==> src/design/scene_graph_affine_composer_unit_macros.svh <==
// ----------------------------------------------------------------------------
// scene graph affine composer assertion macros
// shared concurrent assertion forms used by the top level
// ----------------------------------------------------------------------------
`ifndef SCENE_GRAPH_AFFINE_COMPOSER_UNIT_MACROS_SVH
`define SCENE_GRAPH_AFFINE_COMPOSER_UNIT_MACROS_SVH

// consequent must hold in the same cycle
`define SGAC_ASSERT_NOW(lbl, ante, cons, msg) \
	lbl: assert property (@(posedge clk) disable iff (!arst_n) (ante) |-> (cons)) else $error(msg);

// consequent must hold in the next cycle
`define SGAC_ASSERT_NEXT(lbl, ante, cons, msg) \
	lbl: assert property (@(posedge clk) disable iff (!arst_n) (ante) |=> (cons)) else $error(msg);

`endif

==> src/design/sgac_pkg.sv <==
// ----------------------------------------------------------------------------
// sgac_pkg
// shared types, constants and arithmetic helpers of the affine composer
// ----------------------------------------------------------------------------
package sgac_pkg;

	localparam int CORDIC_STEPS = 16;
	localparam int ATAN_ENTRIES = 24;
	localparam int CORDIC_ITERS = (CORDIC_STEPS < ATAN_ENTRIES) ? CORDIC_STEPS : ATAN_ENTRIES;
	localparam int ITER_W = $clog2(ATAN_ENTRIES);

	localparam logic signed [17:0] ANG_FULL  = 18'sd46080;
	localparam logic signed [17:0] ANG_HALF  = 18'sd23040;
	localparam logic signed [17:0] ANG_QUART = 18'sd11520;

	localparam logic signed [33:0] CORDIC_GAIN_Q30 = 34'sd652032874;

	// reciprocal of 25 for the percent to q16 conversion
	localparam logic signed [31:0] DIV25_MUL = 32'sd1374389535;
	localparam int DIV25_SHIFT = 35;

	localparam int QUEUE_DEPTH = 2;

	typedef struct packed {
		logic signed [31:0] la;
		logic signed [31:0] lb;
		logic signed [31:0] lc;
		logic signed [31:0] ld;
		logic signed [36:0] ltx;
		logic signed [36:0] lty;
		logic               start;
		logic               last;
	} sgac_entry_t;

	typedef struct packed {
		logic full;
		logic empty;
	} sgac_qstat_t;

	function automatic logic signed [31:0] atan_lut(input logic [ITER_W-1:0] i);
		logic signed [31:0] r;
		case (i)
			5'd0:    r = 32'sd377487360;
			5'd1:    r = 32'sd222843801;
			5'd2:    r = 32'sd117744544;
			5'd3:    r = 32'sd59768969;
			5'd4:    r = 32'sd30000467;
			5'd5:    r = 32'sd15014858;
			5'd6:    r = 32'sd7509261;
			5'd7:    r = 32'sd3754860;
			5'd8:    r = 32'sd1877459;
			5'd9:    r = 32'sd938733;
			5'd10:   r = 32'sd469367;
			5'd11:   r = 32'sd234683;
			5'd12:   r = 32'sd117342;
			5'd13:   r = 32'sd58671;
			5'd14:   r = 32'sd29335;
			5'd15:   r = 32'sd14668;
			5'd16:   r = 32'sd7334;
			5'd17:   r = 32'sd3667;
			5'd18:   r = 32'sd1833;
			5'd19:   r = 32'sd917;
			5'd20:   r = 32'sd458;
			5'd21:   r = 32'sd229;
			5'd22:   r = 32'sd115;
			5'd23:   r = 32'sd57;
			default: r = 32'sd0;
		endcase
		return r;
	endfunction

	function automatic logic signed [31:0] sat_to_32(input logic signed [53:0] v);
		logic signed [31:0] r;
		if (v > 54'sd2147483647) r = 32'sh7fffffff;
		else if (v < -54'sd2147483648) r = 32'sh80000000;
		else r = v[31:0];
		return r;
	endfunction

	function automatic logic signed [47:0] sat_to_48(input logic signed [53:0] v);
		logic signed [47:0] r;
		if (v > 54'sd140737488355327) r = 48'sh7fffffffffff;
		else if (v < -54'sd140737488355328) r = 48'sh800000000000;
		else r = v[47:0];
		return r;
	endfunction

endpackage

==> src/design/sgac_queue.sv <==
// ----------------------------------------------------------------------------
// sgac_queue
// short fifo of local transforms between front and back
// ----------------------------------------------------------------------------
module sgac_queue (
	input  logic                  clk,
	input  logic                  arst_n,
	input  logic                  push,
	input  sgac_pkg::sgac_entry_t wr_entry,
	input  logic                  pop,
	output sgac_pkg::sgac_entry_t rd_entry,
	output sgac_pkg::sgac_qstat_t qstat
);
	import sgac_pkg::*;

	localparam int PTR_W = (QUEUE_DEPTH > 1) ? $clog2(QUEUE_DEPTH) : 1;
	localparam int CNT_W = $clog2(QUEUE_DEPTH + 1);

	sgac_entry_t      mem_q [QUEUE_DEPTH];
	logic [PTR_W-1:0] wr_ptr_q, rd_ptr_q;
	logic [CNT_W-1:0] count_q;

	always_ff @(posedge clk) begin
		if (push) mem_q[wr_ptr_q] <= wr_entry;
	end

	always_ff @(posedge clk or negedge arst_n) begin
		if (!arst_n) begin
			wr_ptr_q <= '0;
			rd_ptr_q <= '0;
			count_q <= '0;
		end else begin
			if (push) wr_ptr_q <= (wr_ptr_q == PTR_W'(QUEUE_DEPTH - 1)) ? '0 : wr_ptr_q + 1'b1;
			if (pop) rd_ptr_q <= (rd_ptr_q == PTR_W'(QUEUE_DEPTH - 1)) ? '0 : rd_ptr_q + 1'b1;
			if (push && !pop) count_q <= count_q + 1'b1;
			else if (pop && !push) count_q <= count_q - 1'b1;
		end
	end

	assign rd_entry = mem_q[rd_ptr_q];
	assign qstat.full = (count_q == CNT_W'(QUEUE_DEPTH));
	assign qstat.empty = (count_q == '0);

endmodule

==> config.mk <==
export PLATFORM = sky130hd
export DESIGN_NAME = sgac_queue
export DESIGN_NICKNAME = d
export VERILOG_FILES = /design/src/design/scene_graph_affine_composer_unit_macros.svh /design/src/design/sgac_pkg.sv /design/src/design/sgac_queue.sv
export SDC_FILE = /design/constraint.sdc
export NUM_CORES = 1
export LEC_CHECK = 0
export ABC_AREA = 1
export ABC_CLOCK_PERIOD_IN_PS = 13460
export BUFFER_PORTS_ARGS = -buffer_cell sky130_fd_sc_hd__buf_2
export CAP_MARGIN = 20
export CELL_PAD_IN_SITES_DETAIL_PLACEMENT = 1
export CELL_PAD_IN_SITES_GLOBAL_PLACEMENT = 1
export CORE_ASPECT_RATIO = 1.5
export CORE_MARGIN = 1
export CORE_UTILIZATION = 45
export CTS_CLUSTER_DIAMETER = 120
export DETAILED_ROUTE_END_ITERATION = 16
export MAX_ROUTING_LAYER = met4
export PLACE_DENSITY_LB_ADDON = 0.25
export REMOVE_ABC_BUFFERS = 1
export SYNTH_ARGS = -nofsm -noshare
export SYNTH_HDL_FRONTEND = slang
export SYNTH_SLANG_ARGS = --single-unit
==> constraint.sdc <==
create_clock -name clk -period 13.46 [get_ports clk]
set_input_delay 2.692 -clock clk [delete_from_list [all_inputs] [get_ports clk]]
set_output_delay 2.692 -clock clk [all_outputs]
set_load 0.01 [all_outputs]
==> metrics.txt <==
status=completed; # rows=83; Final period util=48.24%; synth warn=0; drc violations=0; clock share of power=26.1%; detailed-route via count=7827; hold crit path type=reg2reg; Clock Pin Slew Worst Setup and Hold Paths=0.06 ns; P per Cell Area=213.2 nW/um^2; area of the core=34170 sq um; register area=12360 sq um; Starting Density=45.50%; Worst-Skew Late Latency=0.53 ns; Post-synth EDFFs=408; Avg WL per Cell=22.03 um; number of global-route vias before repair=8521; slowest stage delay, CP=1.00 ns; net switching power=1.175 mW; worst path bufs/invs=3; Commonest cells post-synth=408 x edfxtp_1, 150 x mux2_4, 54 x mux2_2; Buffers on Ports=413; GRT Residual Overflow=0; max_cap viols=0; CTS Root Cell=clkbuf_16; CP delay by family, top=buffers and inverters; Tot Pwr=4.108 mW; worst min-delay path startpoint=count_q[1]$_DFFE_PN0P_; # IOs=414; Peak VDD IR=0.0001364 V; hold buffers post-CTS=0; clock skew=0.007100 ns; most frequent CP cell=buf_4; Yosys reg bits=412; top-area cell type share of the netlist area=78.81%; Final setup violation count=0; WL final=34550 um; clk buf depth=3; Syn Inst Count=660; RR Startpoint=wr_ptr_q$_DFFE_PN0P_; largest cells by area after synthesis=edfxtp_1 79%, mux2_4 14%, mux2_2 3.9%; GP Congestion=0.8287; Pint=2.934 mW; sequential share of power=44.3%; Worst Path Required=10.77 ns; Critical Path AT=3.80 ns; DRT iter0 DRCs=316; Final Max Slew Viols=0; die width=153.8 um; first-pass GRT wire length=49810 um; Crit Path Max Fanout=54; Util after Layout=56.39%; minimum clock period=6.494 ns; Avg Cell Area, Syn=23.55 sq um; Sum Neg Setup Slack=0 ns; Seq/Total Area, Yosys=79.45%; GR Util All Layers=19.97%; most frequent cell after synthesis=edfxtp_1; CTS sink cnt=412; Setup crit start=rd_ptr_q$_DFFE_PN0P_; Netlist cell types=14; Post-Syn Area=15550 sq um; layout cells sized above 1=60.30%; FILL cells=3148; ys flop type=edfxtp_1; post-route ant nets=0; Slowest-stage cell, CP=dfrtp_4; Least-Margin Pin Slew=1.050 ns; largest net degree at the start of global routing=159; Slew HR=30.01%; RSZ-0062 raised after global routing=false; CTS tree=yes; initial antenna violation count=17; Max Freq=154.0 MHz; H-Tree Depth=2; CP Launch Type=flop; die area=35310 sq um; fin nets=1307; ys async rst share=0.9709%; Leakage=7.659 nW; Post-CTS Setup Repair Bufs=0; DR vias/cell=4.992; Final Hold Viols=0; post-DP HPWL=23560 um; critical-path cell list=buf_4 > buf_4 > mux2_2 > buf_2; area of the multi-input gates=2948 sq um; CTS Buf Count=40; synth-to-layout area growth=23.94%; kind of critical path=reg2out; 1st-pass router iterations=4; Sw Share=28.59%; Yosys top cell by area=edfxtp_1; Combinational Power Share=29.7%; Die Y=229.6 um; Post-CTS Resized=0; Critical Path Sink Type=output port
placed cells by master, fill, tap and decap left out, drive strengths merged, types with 2 or more instances in the layout:
cell type and n:
buf 419, bufinv 3, clkbuf 51, clkinv 14, dfrtp 4, diode 17, edfxtp 408, inv 8
mux2 204, nand2 5, nor2 3, xor2 2
stage by stage:
step                setup slack [ns]  instances  cell area [sq um]  hold slack (ns)
floorplan                      1.426        637              15320           0.4631
global placement               7.543       1481              17990           0.4852
detailed placement             7.476       1481              17990           0.5099
CTS                            6.899       1551              19220           0.5200
global route                   6.794       1568              19270           0.5495
finish                         6.966       1568              19270           0.5207
state kept, by name, indices dropped and copies added (netlist names):
signal / flops
count_q: 2
rd_ptr_q: 1
mem_q: 408
wr_ptr_q: 1
cell families after synthesis:
family / count (synthesis) / share of synthesized area (%)
flops: 412 / 79.45
buf+inv: 30 / 1.634
mux: 204 / 18.40
fa+ha+maj: 1 / 0.08047
xor+xnor: 3 / 0.1690
simple gates: 10 / 0.2656
metal layers:
metal	routed length, um	share of wire, %	track usage [%]
met5	0	0	-
met4	1946	5.6	12.78
met3	2258	6.5	4.995
met2	19230	56	36.42
met1	11110	32	18.20
power groups by stage:
stage	clock, mW	combinational, mW	sequential [mW]
6_report	1.07	1.22	1.82
2_1_floorplan	0	0.946	1.95
4_1_cts	1.10	1.24	1.82
3_3_place_gp	0	1.23	1.84
3_5_place_dp	0	1.24	1.85
5_1_grt	1.14	1.30	1.84
layout make-up:
class / count / area share, %
antenna: 17 / 0.2208
clock inverter: 19 / 0.8702
tap: 425 / 2.760
sequential: 412 / 64.13
timing repair buffer: 419 / 11.03
inverter: 7 / 0.1753
clock buffer: 51 / 5.520
multi-input combinational: 218 / 15.30
worst min-delay path, cell delays in order (launching register included):
cell and delay [ns]:
dfrtp_1 0.37, nand2_1 0.06, nand2_1 0.05
path summary, 6_finish.rpt:
kind / end / slack [ns] / cells after the start
max in group asynchronous: rd_ptr_q$_DFFE_PN0P_ / 11.33 / 1
worst min-delay path: count_q[1]$_DFFE_PN0P_ / 0.52 / 2
min in group asynchronous: rd_ptr_q$_DFFE_PN0P_ / 1.97 / 1
worst max register to register: mem_q[1][60]$_DFFE_PP_ / 10.76 / 3
worst max-delay path: rd_entry[181] / 6.97 / 4
worst min register to register: count_q[1]$_DFFE_PN0P_ / 0.52 / 2
(Power assumes the default switching activity.)
