`src/design/scene_graph_affine_composer_unit_macros.svh`:
```
// ----------------------------------------------------------------------------
// scene graph affine composer assertion macros
// shared concurrent assertion forms used by the top level
// ----------------------------------------------------------------------------
`ifndef SCENE_GRAPH_AFFINE_COMPOSER_UNIT_MACROS_SVH
`define SCENE_GRAPH_AFFINE_COMPOSER_UNIT_MACROS_SVH

// consequent must hold in the same cycle
`define SGAC_ASSERT_NOW(lbl, ante, cons, msg) \
	lbl: assert property (@(posedge clk) disable iff (!arst_n) (ante) |-> (cons)) else $error(msg);

// consequent must hold in the next cycle
`define SGAC_ASSERT_NEXT(lbl, ante, cons, msg) \
	lbl: assert property (@(posedge clk) disable iff (!arst_n) (ante) |=> (cons)) else $error(msg);

`endif

```
`src/design/sgac_pkg.sv`:
```
// ----------------------------------------------------------------------------
// sgac_pkg
// shared types, constants and arithmetic helpers of the affine composer
// ----------------------------------------------------------------------------
package sgac_pkg;

	localparam int CORDIC_STEPS = 16;
	localparam int ATAN_ENTRIES = 24;
	localparam int CORDIC_ITERS = (CORDIC_STEPS < ATAN_ENTRIES) ? CORDIC_STEPS : ATAN_ENTRIES;
	localparam int ITER_W = $clog2(ATAN_ENTRIES);

	localparam logic signed [17:0] ANG_FULL  = 18'sd46080;
	localparam logic signed [17:0] ANG_HALF  = 18'sd23040;
	localparam logic signed [17:0] ANG_QUART = 18'sd11520;

	localparam logic signed [33:0] CORDIC_GAIN_Q30 = 34'sd652032874;

	// reciprocal of 25 for the percent to q16 conversion
	localparam logic signed [31:0] DIV25_MUL = 32'sd1374389535;
	localparam int DIV25_SHIFT = 35;

	localparam int QUEUE_DEPTH = 2;

	typedef struct packed {
		logic signed [31:0] la;
		logic signed [31:0] lb;
		logic signed [31:0] lc;
		logic signed [31:0] ld;
		logic signed [36:0] ltx;
		logic signed [36:0] lty;
		logic               start;
		logic               last;
	} sgac_entry_t;

	typedef struct packed {
		logic full;
		logic empty;
	} sgac_qstat_t;

	function automatic logic signed [31:0] atan_lut(input logic [ITER_W-1:0] i);
		logic signed [31:0] r;
		case (i)
			5'd0:    r = 32'sd377487360;
			5'd1:    r = 32'sd222843801;
			5'd2:    r = 32'sd117744544;
			5'd3:    r = 32'sd59768969;
			5'd4:    r = 32'sd30000467;
			5'd5:    r = 32'sd15014858;
			5'd6:    r = 32'sd7509261;
			5'd7:    r = 32'sd3754860;
			5'd8:    r = 32'sd1877459;
			5'd9:    r = 32'sd938733;
			5'd10:   r = 32'sd469367;
			5'd11:   r = 32'sd234683;
			5'd12:   r = 32'sd117342;
			5'd13:   r = 32'sd58671;
			5'd14:   r = 32'sd29335;
			5'd15:   r = 32'sd14668;
			5'd16:   r = 32'sd7334;
			5'd17:   r = 32'sd3667;
			5'd18:   r = 32'sd1833;
			5'd19:   r = 32'sd917;
			5'd20:   r = 32'sd458;
			5'd21:   r = 32'sd229;
			5'd22:   r = 32'sd115;
			5'd23:   r = 32'sd57;
			default: r = 32'sd0;
		endcase
		return r;
	endfunction

	function automatic logic signed [31:0] sat_to_32(input logic signed [53:0] v);
		logic signed [31:0] r;
		if (v > 54'sd2147483647) r = 32'sh7fffffff;
		else if (v < -54'sd2147483648) r = 32'sh80000000;
		else r = v[31:0];
		return r;
	endfunction

	function automatic logic signed [47:0] sat_to_48(input logic signed [53:0] v);
		logic signed [47:0] r;
		if (v > 54'sd140737488355327) r = 48'sh7fffffffffff;
		else if (v < -54'sd140737488355328) r = 48'sh800000000000;
		else r = v[47:0];
		return r;
	endfunction

endpackage

```
`src/design/sgac_front.sv`:
```
// ----------------------------------------------------------------------------
// sgac_front
// accepts a node, builds its local rotate-scale matrix and translation
// ----------------------------------------------------------------------------
module sgac_front (
	input  logic                 clk,
	input  logic                 arst_n,
	input  logic                 in_valid,
	output logic                 in_ready,
	input  logic signed [31:0]   pos_x,
	input  logic signed [31:0]   pos_y,
	input  logic signed [16:0]   rotation,
	input  logic signed [23:0]   scale_x,
	input  logic signed [23:0]   scale_y,
	input  logic                 chain_start,
	input  logic                 chain_end,
	input  sgac_pkg::sgac_qstat_t qstat,
	output logic                 push,
	output sgac_pkg::sgac_entry_t entry
);
	import sgac_pkg::*;

	typedef enum logic [3:0] {
		F_IDLE, F_DIVX, F_DIVY, F_CORD, F_MLA, F_MLB, F_MLC, F_MLD, F_LD, F_PUSH
	} fstate_t;

	fstate_t state_q;

	logic signed [17:0] rot_q;
	logic signed [23:0] sx_in_q, sy_in_q;
	logic signed [26:0] sx_q, sy_q;
	logic signed [33:0] cx_q, cy_q;
	logic signed [31:0] cz_q;
	logic               flip_q;
	logic [ITER_W-1:0]  iter_q;
	logic signed [31:0] la_q, lb_q, lc_q, ld_q;
	logic signed [36:0] ltx_q, lty_q;
	logic               start_q, last_q;

	logic signed [34:0] op_a;
	logic signed [31:0] op_b;
	logic signed [66:0] prod_q;

	logic signed [17:0] m_red, m_fold;
	logic               fold;
	logic signed [33:0] nx, ny;
	logic signed [31:0] nz;
	logic signed [26:0] q_scale;
	logic signed [31:0] rnd_val;

	function automatic logic [29:0] pct_num(input logic signed [23:0] s);
		logic [23:0] mag;
		mag = s[23] ? 24'(-s) : 24'(s);
		return {mag, 6'd0} + 30'd12;
	endfunction

	// angle reduction into [-180,180) then fold into [-90,90]
	always_comb begin
		if (rot_q >= ANG_HALF) m_red = rot_q - ANG_FULL;
		else if (rot_q < -ANG_HALF) m_red = rot_q + ANG_FULL;
		else m_red = rot_q;
		fold = 1'b0;
		m_fold = m_red;
		if (m_red > ANG_QUART) begin
			m_fold = m_red - ANG_HALF;
			fold = 1'b1;
		end else if (m_red < -ANG_QUART) begin
			m_fold = m_red + ANG_HALF;
			fold = 1'b1;
		end
	end

	// one cordic rotation step
	always_comb begin
		if (!cz_q[31]) begin
			nx = cx_q - (cy_q >>> iter_q);
			ny = cy_q + (cx_q >>> iter_q);
			nz = cz_q - atan_lut(iter_q);
		end else begin
			nx = cx_q + (cy_q >>> iter_q);
			ny = cy_q - (cx_q >>> iter_q);
			nz = cz_q + atan_lut(iter_q);
		end
	end

	// shared multiplier operand select
	always_comb begin
		op_a = '0;
		op_b = '0;
		case (state_q)
			F_DIVX: begin
				op_a = 35'(pct_num(sx_in_q));
				op_b = DIV25_MUL;
			end
			F_DIVY: begin
				op_a = 35'(pct_num(sy_in_q));
				op_b = DIV25_MUL;
			end
			F_MLA: begin
				op_a = 35'(cx_q);
				op_b = 32'(sx_q);
			end
			F_MLB: begin
				op_a = 35'(cy_q);
				op_b = 32'(sx_q);
			end
			F_MLC: begin
				op_a = -35'(cy_q);
				op_b = 32'(sy_q);
			end
			F_MLD: begin
				op_a = 35'(cx_q);
				op_b = 32'(sy_q);
			end
			default: begin
				op_a = '0;
				op_b = '0;
			end
		endcase
	end

	// quotient by 25 with sign of the scale that is in flight
	always_comb begin
		logic [26:0] qmag;
		logic        neg;
		qmag = 27'(prod_q >>> DIV25_SHIFT);
		neg = (state_q == F_DIVY) ? sx_in_q[23] : sy_in_q[23];
		q_scale = neg ? -$signed(qmag) : $signed(qmag);
	end

	always_comb begin
		logic signed [66:0] r;
		r = prod_q + 67'sd536870912;
		rnd_val = sat_to_32(54'($signed(r[66:30])));
	end

	always_ff @(posedge clk) begin
		prod_q <= op_a * op_b;
	end

	always_ff @(posedge clk or negedge arst_n) begin
		if (!arst_n) begin
			state_q <= F_IDLE;
			iter_q <= '0;
		end else begin
			case (state_q)
				F_IDLE: begin
					if (in_valid) begin
						rot_q <= chain_start ? -18'(rotation) : 18'(rotation);
						sx_in_q <= scale_x;
						sy_in_q <= scale_y;
						ltx_q <= (37'(pos_x) <<< 4) + (37'(pos_x) <<< 2);
						lty_q <= (37'(pos_y) <<< 4) + (37'(pos_y) <<< 2);
						start_q <= chain_start;
						last_q <= chain_end;
						state_q <= F_DIVX;
					end
				end
				F_DIVX: begin
					cx_q <= CORDIC_GAIN_Q30;
					cy_q <= '0;
					cz_q <= {m_fold[15:0], 16'h0000};
					flip_q <= fold;
					iter_q <= '0;
					state_q <= F_DIVY;
				end
				F_DIVY: begin
					sx_q <= q_scale;
					state_q <= F_CORD;
				end
				F_CORD: begin
					if (iter_q == '0) sy_q <= q_scale;
					cz_q <= nz;
					if (iter_q == ITER_W'(CORDIC_ITERS - 1)) begin
						cx_q <= flip_q ? -nx : nx;
						cy_q <= flip_q ? -ny : ny;
						state_q <= F_MLA;
					end else begin
						cx_q <= nx;
						cy_q <= ny;
						iter_q <= iter_q + 1'b1;
					end
				end
				F_MLA: state_q <= F_MLB;
				F_MLB: begin
					la_q <= rnd_val;
					state_q <= F_MLC;
				end
				F_MLC: begin
					lb_q <= rnd_val;
					state_q <= F_MLD;
				end
				F_MLD: begin
					lc_q <= rnd_val;
					state_q <= F_LD;
				end
				F_LD: begin
					ld_q <= rnd_val;
					state_q <= F_PUSH;
				end
				F_PUSH: begin
					if (!qstat.full) state_q <= F_IDLE;
				end
				default: state_q <= F_IDLE;
			endcase
		end
	end

	assign in_ready = (state_q == F_IDLE);
	assign push = (state_q == F_PUSH) && !qstat.full;
	assign entry = '{la: la_q, lb: lb_q, lc: lc_q, ld: ld_q, ltx: ltx_q, lty: lty_q,
		start: start_q, last: last_q};

endmodule

```
`config.mk`:
```
export PLATFORM = sky130hd
export DESIGN_NAME = sgac_front
export DESIGN_NICKNAME = d
export VERILOG_FILES = /design/src/design/scene_graph_affine_composer_unit_macros.svh /design/src/design/sgac_pkg.sv /design/src/design/sgac_front.sv
export SDC_FILE = /design/constraint.sdc
export NUM_CORES = 2
export LEC_CHECK = 0
export BUFFER_PORTS_ARGS = -buffer_cell sky130_fd_sc_hd__buf_2
export CAP_MARGIN = 40
export CORE_MARGIN = 2
export CORE_UTILIZATION = 65
export CTS_BUF_LIST = sky130_fd_sc_hd__clkbuf_16
export CTS_CLUSTER_DIAMETER = 80
export DETAILED_ROUTE_END_ITERATION = 6
export HOLD_SLACK_MARGIN = 0.12
export PLACE_DENSITY = 0.84
export SLEW_MARGIN = 15
export SYNTH_ARGS = -nofsm -noshare
export SYNTH_HDL_FRONTEND = slang
export SYNTH_SLANG_ARGS = --single-unit
```
`constraint.sdc`:
```
create_clock -name clk -period 12.67 [get_ports clk]
set_clock_uncertainty 0.2 [all_clocks]
set_input_delay 0.6335 -clock clk [delete_from_list [all_inputs] [get_ports clk]]
set_output_delay 0.6335 -clock clk [all_outputs]
set_load 0.02 [all_outputs]
```
==> out/qor.yml <==
synthMuxAreaShare: 0.04078
finalCriticalPeriod_ps: 11830
syn2layout_area_growth_pct: 8.169
end_kind: "flop"
wire_per_inst_um: 24.62
initial_core_util: 0.6566
clock_path_buffers: 3
postRouteAntennaNets: 0
seqCellArea_sq_mm: 0.01364
synth_compound_area_frac: 0.1078
async_reset_ff_frac: 0.01923
nFillCells: 8081
htree_levels: 2
hpwl_mm: 188.9
detail_route.vias_per_cell: 6.421
grt_setup_unrepaired: "false"
ios: 342
cts_sinks: 468
timing.slew.headroom: 0.3592
clk_pin_slew_ps: 70
reg2reg_slack_ps: 840
synth_top_family_by_area: "adder cells"
syn-instance-count: 8005
cts_buffers: 47
io_buffers: 336
ys_ff_latch: 468
crit_fanout: 16
rows: 123
critPathLaunchType: "flop"
post-place-cells: 9615
tightest_slew_ps: 958.9
clk_latency_ps: 650
cp.required_ps: 12980
fmax_mhz: 84.52
grt_pass1_wl_mm: 368.3
synthXorXnorAreaFrac: 0.05497
gp_congestion: 1.097
drtIter0Drc: 8305
synth_edf_count: 421
synth.distinct_cells: 118
drv_slew: 0
final.setup.tns_ps: 0
grt_max_degree: 69
synth-simple-area-share: 0.1411
multi_input_area_sq_mm: 0.05397
setup_viol: 0
violations: "design-rule violations"
core_area_sq_mm: 0.1128
die_y_um: 341.6
dr.pass1.iters: 7
slowest_stage: "fa_1"
yosysSeqAreaShare: 0.1840
period_share: 0.9339
dieArea_sq_mm: 0.1167
final_common_cell: "inv_1"
arrival_ps: 12140
synth_warnings: 0
hold_viol: 0
path_class: "reg -> reg"
worstHoldPathType: "in -> reg"
layout.cells.non_filler: 9782
routed_wl_mm: 240.9
slowest_delay_ps: 590
timing.max_cap.violations: 0
layout-drive-gt1-share: 0.1022
synth-main-ff-cell: "edfxtp_1"
layout_common_cells: "1,351 x inv_1, 1,174 x fa_1, 883 x nor2_1"
drc: 1
num_vias: 62820
die_width_um: 341.6
cp_common_cell: "fa_1"
nNetsFinal: 9917
status: "finished with violations"
grt_overflow: 0
globalRouteTotalUtil: 0.4145
syn_area_sq_mm: 0.07407
avgSynthCellArea_sq_um: 9.253
cts_resized: 0
grt_antenna_before_repair: 15
cts_root_buf: "clkbuf_16"
grt_pass1_vias: 64060
cts_tree: "yes"
synthAdderAreaFrac: 0.3801
layer usage:
layer  up-vias  wire (um)  GRT usage
met5         -         58          0
li1      26400          -          -
met1     30640      85550     0.5399
met3       984      36960     0.1517
met4         8      15960     0.2174
met2      4782     102300     0.6089
stage by stage:
stage / worst slack, ps / hold WS [ps] / cell area [sq um] / util
2_1_floorplan: 2442 / 137.9 / 74080 / -
3_3_place_gp: 1348 / 328.9 / 77360 / 0.6858
3_5_place_dp: 1182 / 331.8 / 77710 / 0.6889
4_1_cts: 1144 / 120.8 / 79910 / 0.7084
5_1_grt: 535.1 / 125.2 / 80100 / 0.7100
6_report: 837.8 / 142.2 / 80120 / 0.7102
critical path: cells and delay by family, from the launching register on:
kind / cells / cell delay, ps
buffers and inverters: 6 / 780
DFF: 1 / 540
and+or+nand+nor: 8 / 2430
adders and majority gates: 9 / 4690
xor gates and xnor gates: 2 / 310
AOI/OAI and AO/OA: 11 / 2740
cell usage after synthesis, types with 18 or more instances:
master    instances  area, sq um
mux2_2           52        585.6
or3_1            36        225.2
mux4_2           71         1599
nand2b_1         91        569.3
buf_1            36        135.1
nor3_1          118        590.6
nand4_1          31        193.9
edfxtp_1        421        12640
nor2_1          897         3367
a211o_1          18        157.7
and3_1           45        281.5
a31oi_1          55        344.1
nand2_1         796         2988
o211ai_1         21        157.7
dfxtp_1          38        760.7
nor4_1           34        212.7
buf_2            31        155.2
inv_1          1348         5060
xor2_1          190         1664
a21o_1          104        780.8
xnor2_1         273         2391
o21a_1           50        375.4
clkbuf_1        309         1160
nor2b_1          45        281.5
mux2i_1          73        730.7
ha_1            372         4654
o21ai_0         271         1356
and2_1           65        406.6
fa_1           1174        23500
or2_2            20        125.1
a211oi_1         38        285.3
o22ai_1          36        225.2
nand3_1          73        365.4
a21oi_1         329         1647
o31ai_1          47        352.8
o21bai_1         24        180.2
area by class of cell:
type,count,share of cell area
Antenna cell,12,0.0003748
Clock buffer,47,0.01468
Tap cell,1500,0.02342
Timing Repair Buffer,578,0.04874
Clock inverter,37,0.005528
Multi-Input combinational cell,5788,0.6736
Inverter,1352,0.06334
Sequential cell,468,0.1703
what timing repair did:
item	CTS	global route
hold endpoints to repair	66	0
hold buffers	58	0
setup buffers	0	0
flip-flops by register name, indices dropped and copies added (netlist names), 34 cells and up:
| name | flops |
|---|---|
| prod_q | 38 |
| cx_q | 34 |
| ltx_q | 35 |
| lty_q | 35 |
| cy_q | 34 |
path summary, 6_finish.rpt:
path	start	end	depth (start not counted)
setup / recovery	cy_q[4]	prod_q[52]	36
hold / removal	rotation[5]	rot_q[5]	2
setup reg to reg	cy_q[4]	prod_q[52]	36
hold reg to reg	rot_q[3]	cz_q[19]	2
max in group asynchronous	arst_n	iter_q[1]	2
min in group asynchronous	arst_n	iter_q[2]	2
cell families (layout without fill, tap and decap cells):
family	count (synthesis)	after routing
and+or+nand+nor	2344	2344
buffers and inverters	1752	2014
adders and majority gates	1546	1546
AOI/OAI and AO/OA	1227	1227
DFF	468	468
xor gates and xnor gates	464	464
muxes	203	203
other	1	16
Power is not shown: default switching activity piles up to over one toggle a cycle in this logic, so the estimate is an artifact.
