### src/design/scene_graph_affine_composer_unit_macros.svh
// ----------------------------------------------------------------------------
// scene graph affine composer assertion macros
// shared concurrent assertion forms used by the top level
// ----------------------------------------------------------------------------
`ifndef SCENE_GRAPH_AFFINE_COMPOSER_UNIT_MACROS_SVH
`define SCENE_GRAPH_AFFINE_COMPOSER_UNIT_MACROS_SVH

// consequent must hold in the same cycle
`define SGAC_ASSERT_NOW(lbl, ante, cons, msg) \
	lbl: assert property (@(posedge clk) disable iff (!arst_n) (ante) |-> (cons)) else $error(msg);

// consequent must hold in the next cycle
`define SGAC_ASSERT_NEXT(lbl, ante, cons, msg) \
	lbl: assert property (@(posedge clk) disable iff (!arst_n) (ante) |=> (cons)) else $error(msg);

`endif

### src/design/sgac_pkg.sv
// ----------------------------------------------------------------------------
// sgac_pkg
// shared types, constants and arithmetic helpers of the affine composer
// ----------------------------------------------------------------------------
package sgac_pkg;

	localparam int CORDIC_STEPS = 16;
	localparam int ATAN_ENTRIES = 24;
	localparam int CORDIC_ITERS = (CORDIC_STEPS < ATAN_ENTRIES) ? CORDIC_STEPS : ATAN_ENTRIES;
	localparam int ITER_W = $clog2(ATAN_ENTRIES);

	localparam logic signed [17:0] ANG_FULL  = 18'sd46080;
	localparam logic signed [17:0] ANG_HALF  = 18'sd23040;
	localparam logic signed [17:0] ANG_QUART = 18'sd11520;

	localparam logic signed [33:0] CORDIC_GAIN_Q30 = 34'sd652032874;

	// reciprocal of 25 for the percent to q16 conversion
	localparam logic signed [31:0] DIV25_MUL = 32'sd1374389535;
	localparam int DIV25_SHIFT = 35;

	localparam int QUEUE_DEPTH = 2;

	typedef struct packed {
		logic signed [31:0] la;
		logic signed [31:0] lb;
		logic signed [31:0] lc;
		logic signed [31:0] ld;
		logic signed [36:0] ltx;
		logic signed [36:0] lty;
		logic               start;
		logic               last;
	} sgac_entry_t;

	typedef struct packed {
		logic full;
		logic empty;
	} sgac_qstat_t;

	function automatic logic signed [31:0] atan_lut(input logic [ITER_W-1:0] i);
		logic signed [31:0] r;
		case (i)
			5'd0:    r = 32'sd377487360;
			5'd1:    r = 32'sd222843801;
			5'd2:    r = 32'sd117744544;
			5'd3:    r = 32'sd59768969;
			5'd4:    r = 32'sd30000467;
			5'd5:    r = 32'sd15014858;
			5'd6:    r = 32'sd7509261;
			5'd7:    r = 32'sd3754860;
			5'd8:    r = 32'sd1877459;
			5'd9:    r = 32'sd938733;
			5'd10:   r = 32'sd469367;
			5'd11:   r = 32'sd234683;
			5'd12:   r = 32'sd117342;
			5'd13:   r = 32'sd58671;
			5'd14:   r = 32'sd29335;
			5'd15:   r = 32'sd14668;
			5'd16:   r = 32'sd7334;
			5'd17:   r = 32'sd3667;
			5'd18:   r = 32'sd1833;
			5'd19:   r = 32'sd917;
			5'd20:   r = 32'sd458;
			5'd21:   r = 32'sd229;
			5'd22:   r = 32'sd115;
			5'd23:   r = 32'sd57;
			default: r = 32'sd0;
		endcase
		return r;
	endfunction

	function automatic logic signed [31:0] sat_to_32(input logic signed [53:0] v);
		logic signed [31:0] r;
		if (v > 54'sd2147483647) r = 32'sh7fffffff;
		else if (v < -54'sd2147483648) r = 32'sh80000000;
		else r = v[31:0];
		return r;
	endfunction

	function automatic logic signed [47:0] sat_to_48(input logic signed [53:0] v);
		logic signed [47:0] r;
		if (v > 54'sd140737488355327) r = 48'sh7fffffffffff;
		else if (v < -54'sd140737488355328) r = 48'sh800000000000;
		else r = v[47:0];
		return r;
	endfunction

endpackage

### src/design/sgac_back.sv
// ----------------------------------------------------------------------------
// sgac_back
// multiplies local transforms onto the accumulator and emits results
// ----------------------------------------------------------------------------
module sgac_back (
	input  logic                  clk,
	input  logic                  arst_n,
	input  sgac_pkg::sgac_entry_t head,
	input  sgac_pkg::sgac_qstat_t qstat,
	output logic                  pop,
	output logic                  out_valid,
	input  logic                  out_ready,
	output logic signed [31:0]    mat_a,
	output logic signed [31:0]    mat_b,
	output logic signed [31:0]    mat_c,
	output logic signed [31:0]    mat_d,
	output logic signed [47:0]    trans_x,
	output logic signed [47:0]    trans_y
);
	import sgac_pkg::*;

	localparam int BACK_STEPS = 24;
	localparam int STEP_W = $clog2(BACK_STEPS);

	typedef enum logic [1:0] {B_IDLE, B_RUN, B_DRAIN, B_DONE} bstate_t;

	bstate_t           state_q;
	sgac_entry_t       e_q;
	logic [STEP_W-1:0] k_q;

	logic signed [31:0] acc_a_q, acc_b_q, acc_c_q, acc_d_q;
	logic signed [47:0] acc_tx_q, acc_ty_q;
	logic signed [31:0] nm_q [4];
	logic signed [47:0] nt_q [2];

	logic signed [53:0] prod_s1;
	logic               valid_s1, hi_s1, first_s1, last_s1;
	logic [2:0]         j_s1;
	logic signed [69:0] sum_q;

	logic signed [31:0] q_op;
	logic signed [36:0] t_op;
	logic signed [21:0] b_op;
	logic [2:0]         j;

	logic signed [31:0] r_a, r_b, r_c, r_d;
	logic signed [47:0] r_tx, r_ty;
	logic               stall;

	// step k: output j, term k[1], high or low half k[0]
	always_comb begin
		j = k_q[STEP_W-1:2];
		if (!k_q[1]) q_op = j[0] ? acc_b_q : acc_a_q;
		else q_op = j[0] ? acc_d_q : acc_c_q;
		case (j[2:1])
			2'd0:    t_op = k_q[1] ? 37'(e_q.lb) : 37'(e_q.la);
			2'd1:    t_op = k_q[1] ? 37'(e_q.ld) : 37'(e_q.lc);
			2'd2:    t_op = k_q[1] ? e_q.lty : e_q.ltx;
			default: t_op = '0;
		endcase
		b_op = k_q[0] ? 22'(t_op >>> 16) : $signed({6'd0, t_op[15:0]});
	end

	always_ff @(posedge clk) begin
		prod_s1 <= q_op * b_op;
		hi_s1 <= k_q[0];
		first_s1 <= (k_q[1:0] == 2'd0);
		last_s1 <= (k_q[1:0] == 2'd3);
		j_s1 <= j;
	end

	always_ff @(posedge clk or negedge arst_n) begin
		if (!arst_n) valid_s1 <= 1'b0;
		else valid_s1 <= (state_q == B_RUN);
	end

	// exact sum of products with rounding bias, then round and saturate
	always_ff @(posedge clk) begin
		logic signed [69:0] base, term, s;
		logic signed [53:0] sh;
		if (valid_s1) begin
			term = hi_s1 ? (70'(prod_s1) <<< 16) : 70'(prod_s1);
			if (!first_s1) base = sum_q;
			else if (j_s1 == 3'd4) base = (70'(acc_tx_q) <<< 16) + 70'sd32768;
			else if (j_s1 == 3'd5) base = (70'(acc_ty_q) <<< 16) + 70'sd32768;
			else base = 70'sd32768;
			s = base + term;
			sh = 54'(s >>> 16);
			sum_q <= s;
			if (last_s1) begin
				case (j_s1)
					3'd4:    nt_q[0] <= sat_to_48(sh);
					3'd5:    nt_q[1] <= sat_to_48(sh);
					default: nm_q[j_s1[1:0]] <= sat_to_32(sh);
				endcase
			end
		end
	end

	always_comb begin
		if (e_q.start) begin
			r_a = e_q.la;
			r_b = e_q.lb;
			r_c = e_q.lc;
			r_d = e_q.ld;
			r_tx = 48'(e_q.ltx);
			r_ty = 48'(e_q.lty);
		end else begin
			r_a = nm_q[0];
			r_b = nm_q[1];
			r_c = nm_q[2];
			r_d = nm_q[3];
			r_tx = nt_q[0];
			r_ty = nt_q[1];
		end
	end

	assign stall = e_q.last && out_valid && !out_ready;
	assign pop = (state_q == B_IDLE) && !qstat.empty;

	always_ff @(posedge clk or negedge arst_n) begin
		if (!arst_n) begin
			state_q <= B_IDLE;
			k_q <= '0;
			out_valid <= 1'b0;
			acc_a_q <= '0;
			acc_b_q <= '0;
			acc_c_q <= '0;
			acc_d_q <= '0;
			acc_tx_q <= '0;
			acc_ty_q <= '0;
		end else begin
			// a new result reloads the output register in the same cycle
			if (out_valid && out_ready && !(state_q == B_DONE && !stall && e_q.last))
				out_valid <= 1'b0;
			case (state_q)
				B_IDLE: begin
					if (!qstat.empty) begin
						e_q <= head;
						k_q <= '0;
						state_q <= head.start ? B_DONE : B_RUN;
					end
				end
				B_RUN: begin
					if (k_q == STEP_W'(BACK_STEPS - 1)) state_q <= B_DRAIN;
					else k_q <= k_q + 1'b1;
				end
				B_DRAIN: state_q <= B_DONE;
				B_DONE: begin
					if (!stall) begin
						acc_a_q <= r_a;
						acc_b_q <= r_b;
						acc_c_q <= r_c;
						acc_d_q <= r_d;
						acc_tx_q <= r_tx;
						acc_ty_q <= r_ty;
						if (e_q.last) begin
							out_valid <= 1'b1;
							mat_a <= r_a;
							mat_b <= r_b;
							mat_c <= r_c;
							mat_d <= r_d;
							trans_x <= r_tx;
							trans_y <= r_ty;
						end
						state_q <= B_IDLE;
					end
				end
				default: state_q <= B_IDLE;
			endcase
		end
	end

endmodule

### config.mk
export PLATFORM = sky130hd
export DESIGN_NAME = sgac_back
export DESIGN_NICKNAME = d
export VERILOG_FILES = /design/src/design/scene_graph_affine_composer_unit_macros.svh /design/src/design/sgac_pkg.sv /design/src/design/sgac_back.sv
export SDC_FILE = /design/constraint.sdc
export NUM_CORES = 2
export LEC_CHECK = 0
export ABC_CLOCK_PERIOD_IN_PS = 11000
export BUFFER_PORTS_ARGS = -buffer_cell sky130_fd_sc_hd__clkbuf_2
export CORE_ASPECT_RATIO = 0.7
export CORE_MARGIN = 2
export CORE_UTILIZATION = 54
export CTS_BUF_LIST = sky130_fd_sc_hd__clkbuf_2 sky130_fd_sc_hd__clkbuf_4 sky130_fd_sc_hd__clkbuf_8
export DETAILED_ROUTE_END_ITERATION = 10
export PLACE_DENSITY = 0.78
export SYNTH_ARGS = -nofsm -noshare
export SYNTH_HDL_FRONTEND = slang
export SYNTH_SLANG_ARGS = --single-unit
### constraint.sdc
create_clock -name clk -period 11 [get_ports clk]
set_clock_uncertainty 0.2 [all_clocks]
set_input_delay 0.55 -clock clk [delete_from_list [all_inputs] [get_ports clk]]
set_output_delay 0.55 -clock clk [all_outputs]
set_load 0.02 [all_outputs]
==> results.json <==
{
  "status": "complete, no violations",
  "grt_first_pass_wirelength_um": 345000,
  "cts_made_buffers": 149,
  "finalCritPeriodShare_pct": 94.8,
  "hp-class": "primary input to register",
  "hold_path_depth": 2,
  "tritoncts": "yes",
  "num_io_pins": 435,
  "reg2regPathDepth": 28,
  "cts_root_buf": "clkbuf_8",
  "drc": 0,
  "viasPerCell": 6.14,
  "avgSynthCellArea_um2": 11.8,
  "synth_warnings": 0,
  "gp_congestion": 1.03,
  "synth_nets": 6927,
  "synth_seq_cells": 1015,
  "r2r_slack_ps": 570,
  "cpPeakStageDelay_ps": 810,
  "min_period_ps": 10430,
  "clockBufferDepth": 3,
  "htreeDepth": 4,
  "die_y_um": 301,
  "grt_antenna_before_repair": 29,
  "rsz0062_at_grt": "no",
  "ant_nets": 0,
  "synth_edf_count": 722,
  "path_max_fanout": 24,
  "synthArstFlopShare_pct": 23.0,
  "required_ps": 11590,
  "via_count": 50317,
  "finalSetupViolCount": 0,
  "fin_util_pct": 62.6,
  "worst_hold_path.endpoint": "e_q[103]",
  "die_w_um": 428,
  "maxSlewViolCount": 0,
  "start_kind": "register",
  "fmax_ghz": 0.0959,
  "hold_buffers": 209,
  "pre_cts_slack_ps": 920,
  "rr_endpoint": "prod_s1[52]",
  "ys.flop_type": "edfxtp_1",
  "holdWs_ps": 117,
  "finalSetupTns_ps": 0,
  "synth_seq_area_share_pct": 42.2,
  "drtPass1Iterations": 9,
  "placementRows": 108,
  "rr_startpoint": "k_q[4]",
  "place.port_buffers": 433,
  "path_clk_slew_ps": 80,
  "drv_cap": 0,
  "route.met2.wl_um": 95600,
  "synth_cell_types": 74,
  "clk_latency_ps": 950,
  "crit_path_end_kind": "register",
  "drive_above_1_share_pct": 21.8,
  "grt.overflow.total": 0,
  "slowest_stage": "nor3_1",
  "wl_per_cell_um": 28.9,
  "routed_wl_um": 237000,
  "crit_top_cell": "fa_1",
  "cts_setup_buffers": 0,
  "die_area_um2": 129000,
  "cts_num_sinks": 1015,
  "cts-resized-gates": 0,
  "syn_area_um2": 68000,
  "grt_pass1_vias": 50809,
  "drt_iter0_drc": 7222,
  "nNetsFinal": 7536,
  "report.final.hold_viol_count": 0,
  "grt_max_degree": 171,
  "max-slew-margin-rel_pct": 7.48,
  "area_growth_pct": 14.4,
  "fin_ws_ps": 571,
  "initial_utilization_pct": 54.7,
  "worstPathArrival_ps": 11020,
  "grt_util_all_layers_pct": 37.0,
  "criticalPathCategory": "register to register",
  "netlist_instances": 5785,
  "wl_met3_um": 39500,
  "highest_layer": "met5",
  "dp_hpwl_um": 173000,
  "drt-met1-wl_um": 87100,
  "core_um2": 124000,
  "tightest_slew_ps": 1390,
  "holdCritStartpoint": "head[103]"
}
layout by cell type (no fill, tap or decap), types with 208 or more instances in the layout:
cell type | Yosys | routed
edfxtp_1 | 722 | 722
inv_1 | 847 | 846
mux2_2 | 530 | 530
a21oi_1 | 246 | 239
fa_1 | 702 | 702
clkbuf_2 | 0 | 432
nand2_1 | 532 | 531
ha_1 | 231 | 231
dfrtp_1 | 233 | 229
dlygate4sd3_1 | 0 | 208
nor2_1 | 303 | 298
state kept, by name (all words and copies together), names as in the netlist, 2 cells and up:
| register | count |
|---|---|
| prod_s1 | 54 |
| e_q | 204 |
| trans_x | 48 |
| j_s1 | 3 |
| acc_b_q | 32 |
| mat_a | 32 |
| nm_q | 128 |
| acc_c_q | 32 |
| nt_q | 96 |
| acc_a_q | 32 |
| state_q | 2 |
| k_q | 5 |
| trans_y | 48 |
| mat_c | 32 |
| acc_ty_q | 48 |
| acc_d_q | 32 |
| mat_d | 32 |
| sum_q | 70 |
| acc_tx_q | 48 |
| mat_b | 32 |
cells in the mapped netlist, drive strengths merged (28+ instances only):
| cell | number | area [um^2] |
|---|---|---|
| nor3 | 45 | 225 |
| nor2 | 303 | 1140 |
| edfxtp | 722 | 21700 |
| nand4 | 37 | 231 |
| o21ai | 201 | 1010 |
| dfrtp | 233 | 5830 |
| ha | 231 | 2890 |
| and2 | 51 | 319 |
| nor2b | 98 | 613 |
| a21oi | 247 | 1240 |
| o21a | 49 | 368 |
| inv | 847 | 3180 |
| a22oi | 48 | 360 |
| a21o | 47 | 353 |
| nand2b | 70 | 438 |
| dfxtp | 60 | 1200 |
| nand2 | 532 | 2000 |
| clkbuf | 270 | 1010 |
| mux2i | 40 | 400 |
| mux2 | 530 | 5970 |
| a221oi | 43 | 377 |
| xor2 | 38 | 333 |
| xnor2 | 88 | 771 |
| fa | 702 | 14100 |
| nand3 | 28 | 140 |
| buf | 32 | 154 |
critical path: cells and delay by family, from the launching register on:
family	cells	cell delay, ps
flip-flops	1	670
adder cells (fa/ha/maj)	8	4040
AO/OA/AOI/OAI	11	2840
XOR/XNOR	1	140
AND/OR/NAND/NOR	5	2200
buffers and inverters	3	160
logic make-up (layout without fill, tap and decap cells):
kind of cell	Yosys count	after routing	synth area share, %
and+or+nand+nor	1227	1227	8.15
xor gates and xnor gates	126	126	1.62
muxes	586	586	9.89
buffers and inverters	1150	1884	6.39
DFF	1015	1015	42.2
adders and majority gates	933	933	24.9
other	0	21	0
AOI/OAI and AO/OA	748	748	6.85
cell type report:
| cell class | count | area, um^2 |
|---|---|---|
| Inverter | 848 | 3180 |
| Clock inverter | 56 | 683 |
| Multi-Input combinational cell | 3620 | 35200 |
| Tap cell | 1650 | 2060 |
| Antenna cell | 21 | 52.6 |
| Timing Repair Buffer | 760 | 5270 |
| Clock buffer | 220 | 2720 |
| Fill cell | 9210 | 46600 |
| Sequential cell | 1015 | 28700 |
stage by stage:
| stage | instances | instance area [um^2] |
|---|---|---|
| 2_1_floorplan | 5785 | 68000 |
| 5_1_grt | 8181 | 77800 |
| 3_3_place_gp | 7684 | 72300 |
| 6_report | 8190 | 77900 |
| 3_5_place_dp | 7684 | 72300 |
| 4_1_cts | 8169 | 77800 |
worst max-delay path by stage:
stage	startpoint	end	slack (ps)	cells past startpoint
3_5_place_dp	k_q[4]	prod_s1[52]	920	29
3_3_place_gp	k_q[4]	prod_s1[52]	1040	29
5_1_grt	k_q[1]	prod_s1[52]	390	30
6_report	k_q[4]	prod_s1[52]	570	28
2_1_floorplan	state_q[1]	mat_a[0]	60	3
4_1_cts	k_q[4]	prod_s1[52]	860	29
layer usage:
layer	global-route usage [%]	vias to the layer above
met3	16.2	806
met1	49.8	24819
met4	18.1	26
met2	51.2	4131
li1	-	20535
met5	0.947	-
Power is left out: the tool's default activity adds up to more than one toggle a clock period on the data nets, which glitch-free logic cannot reach.
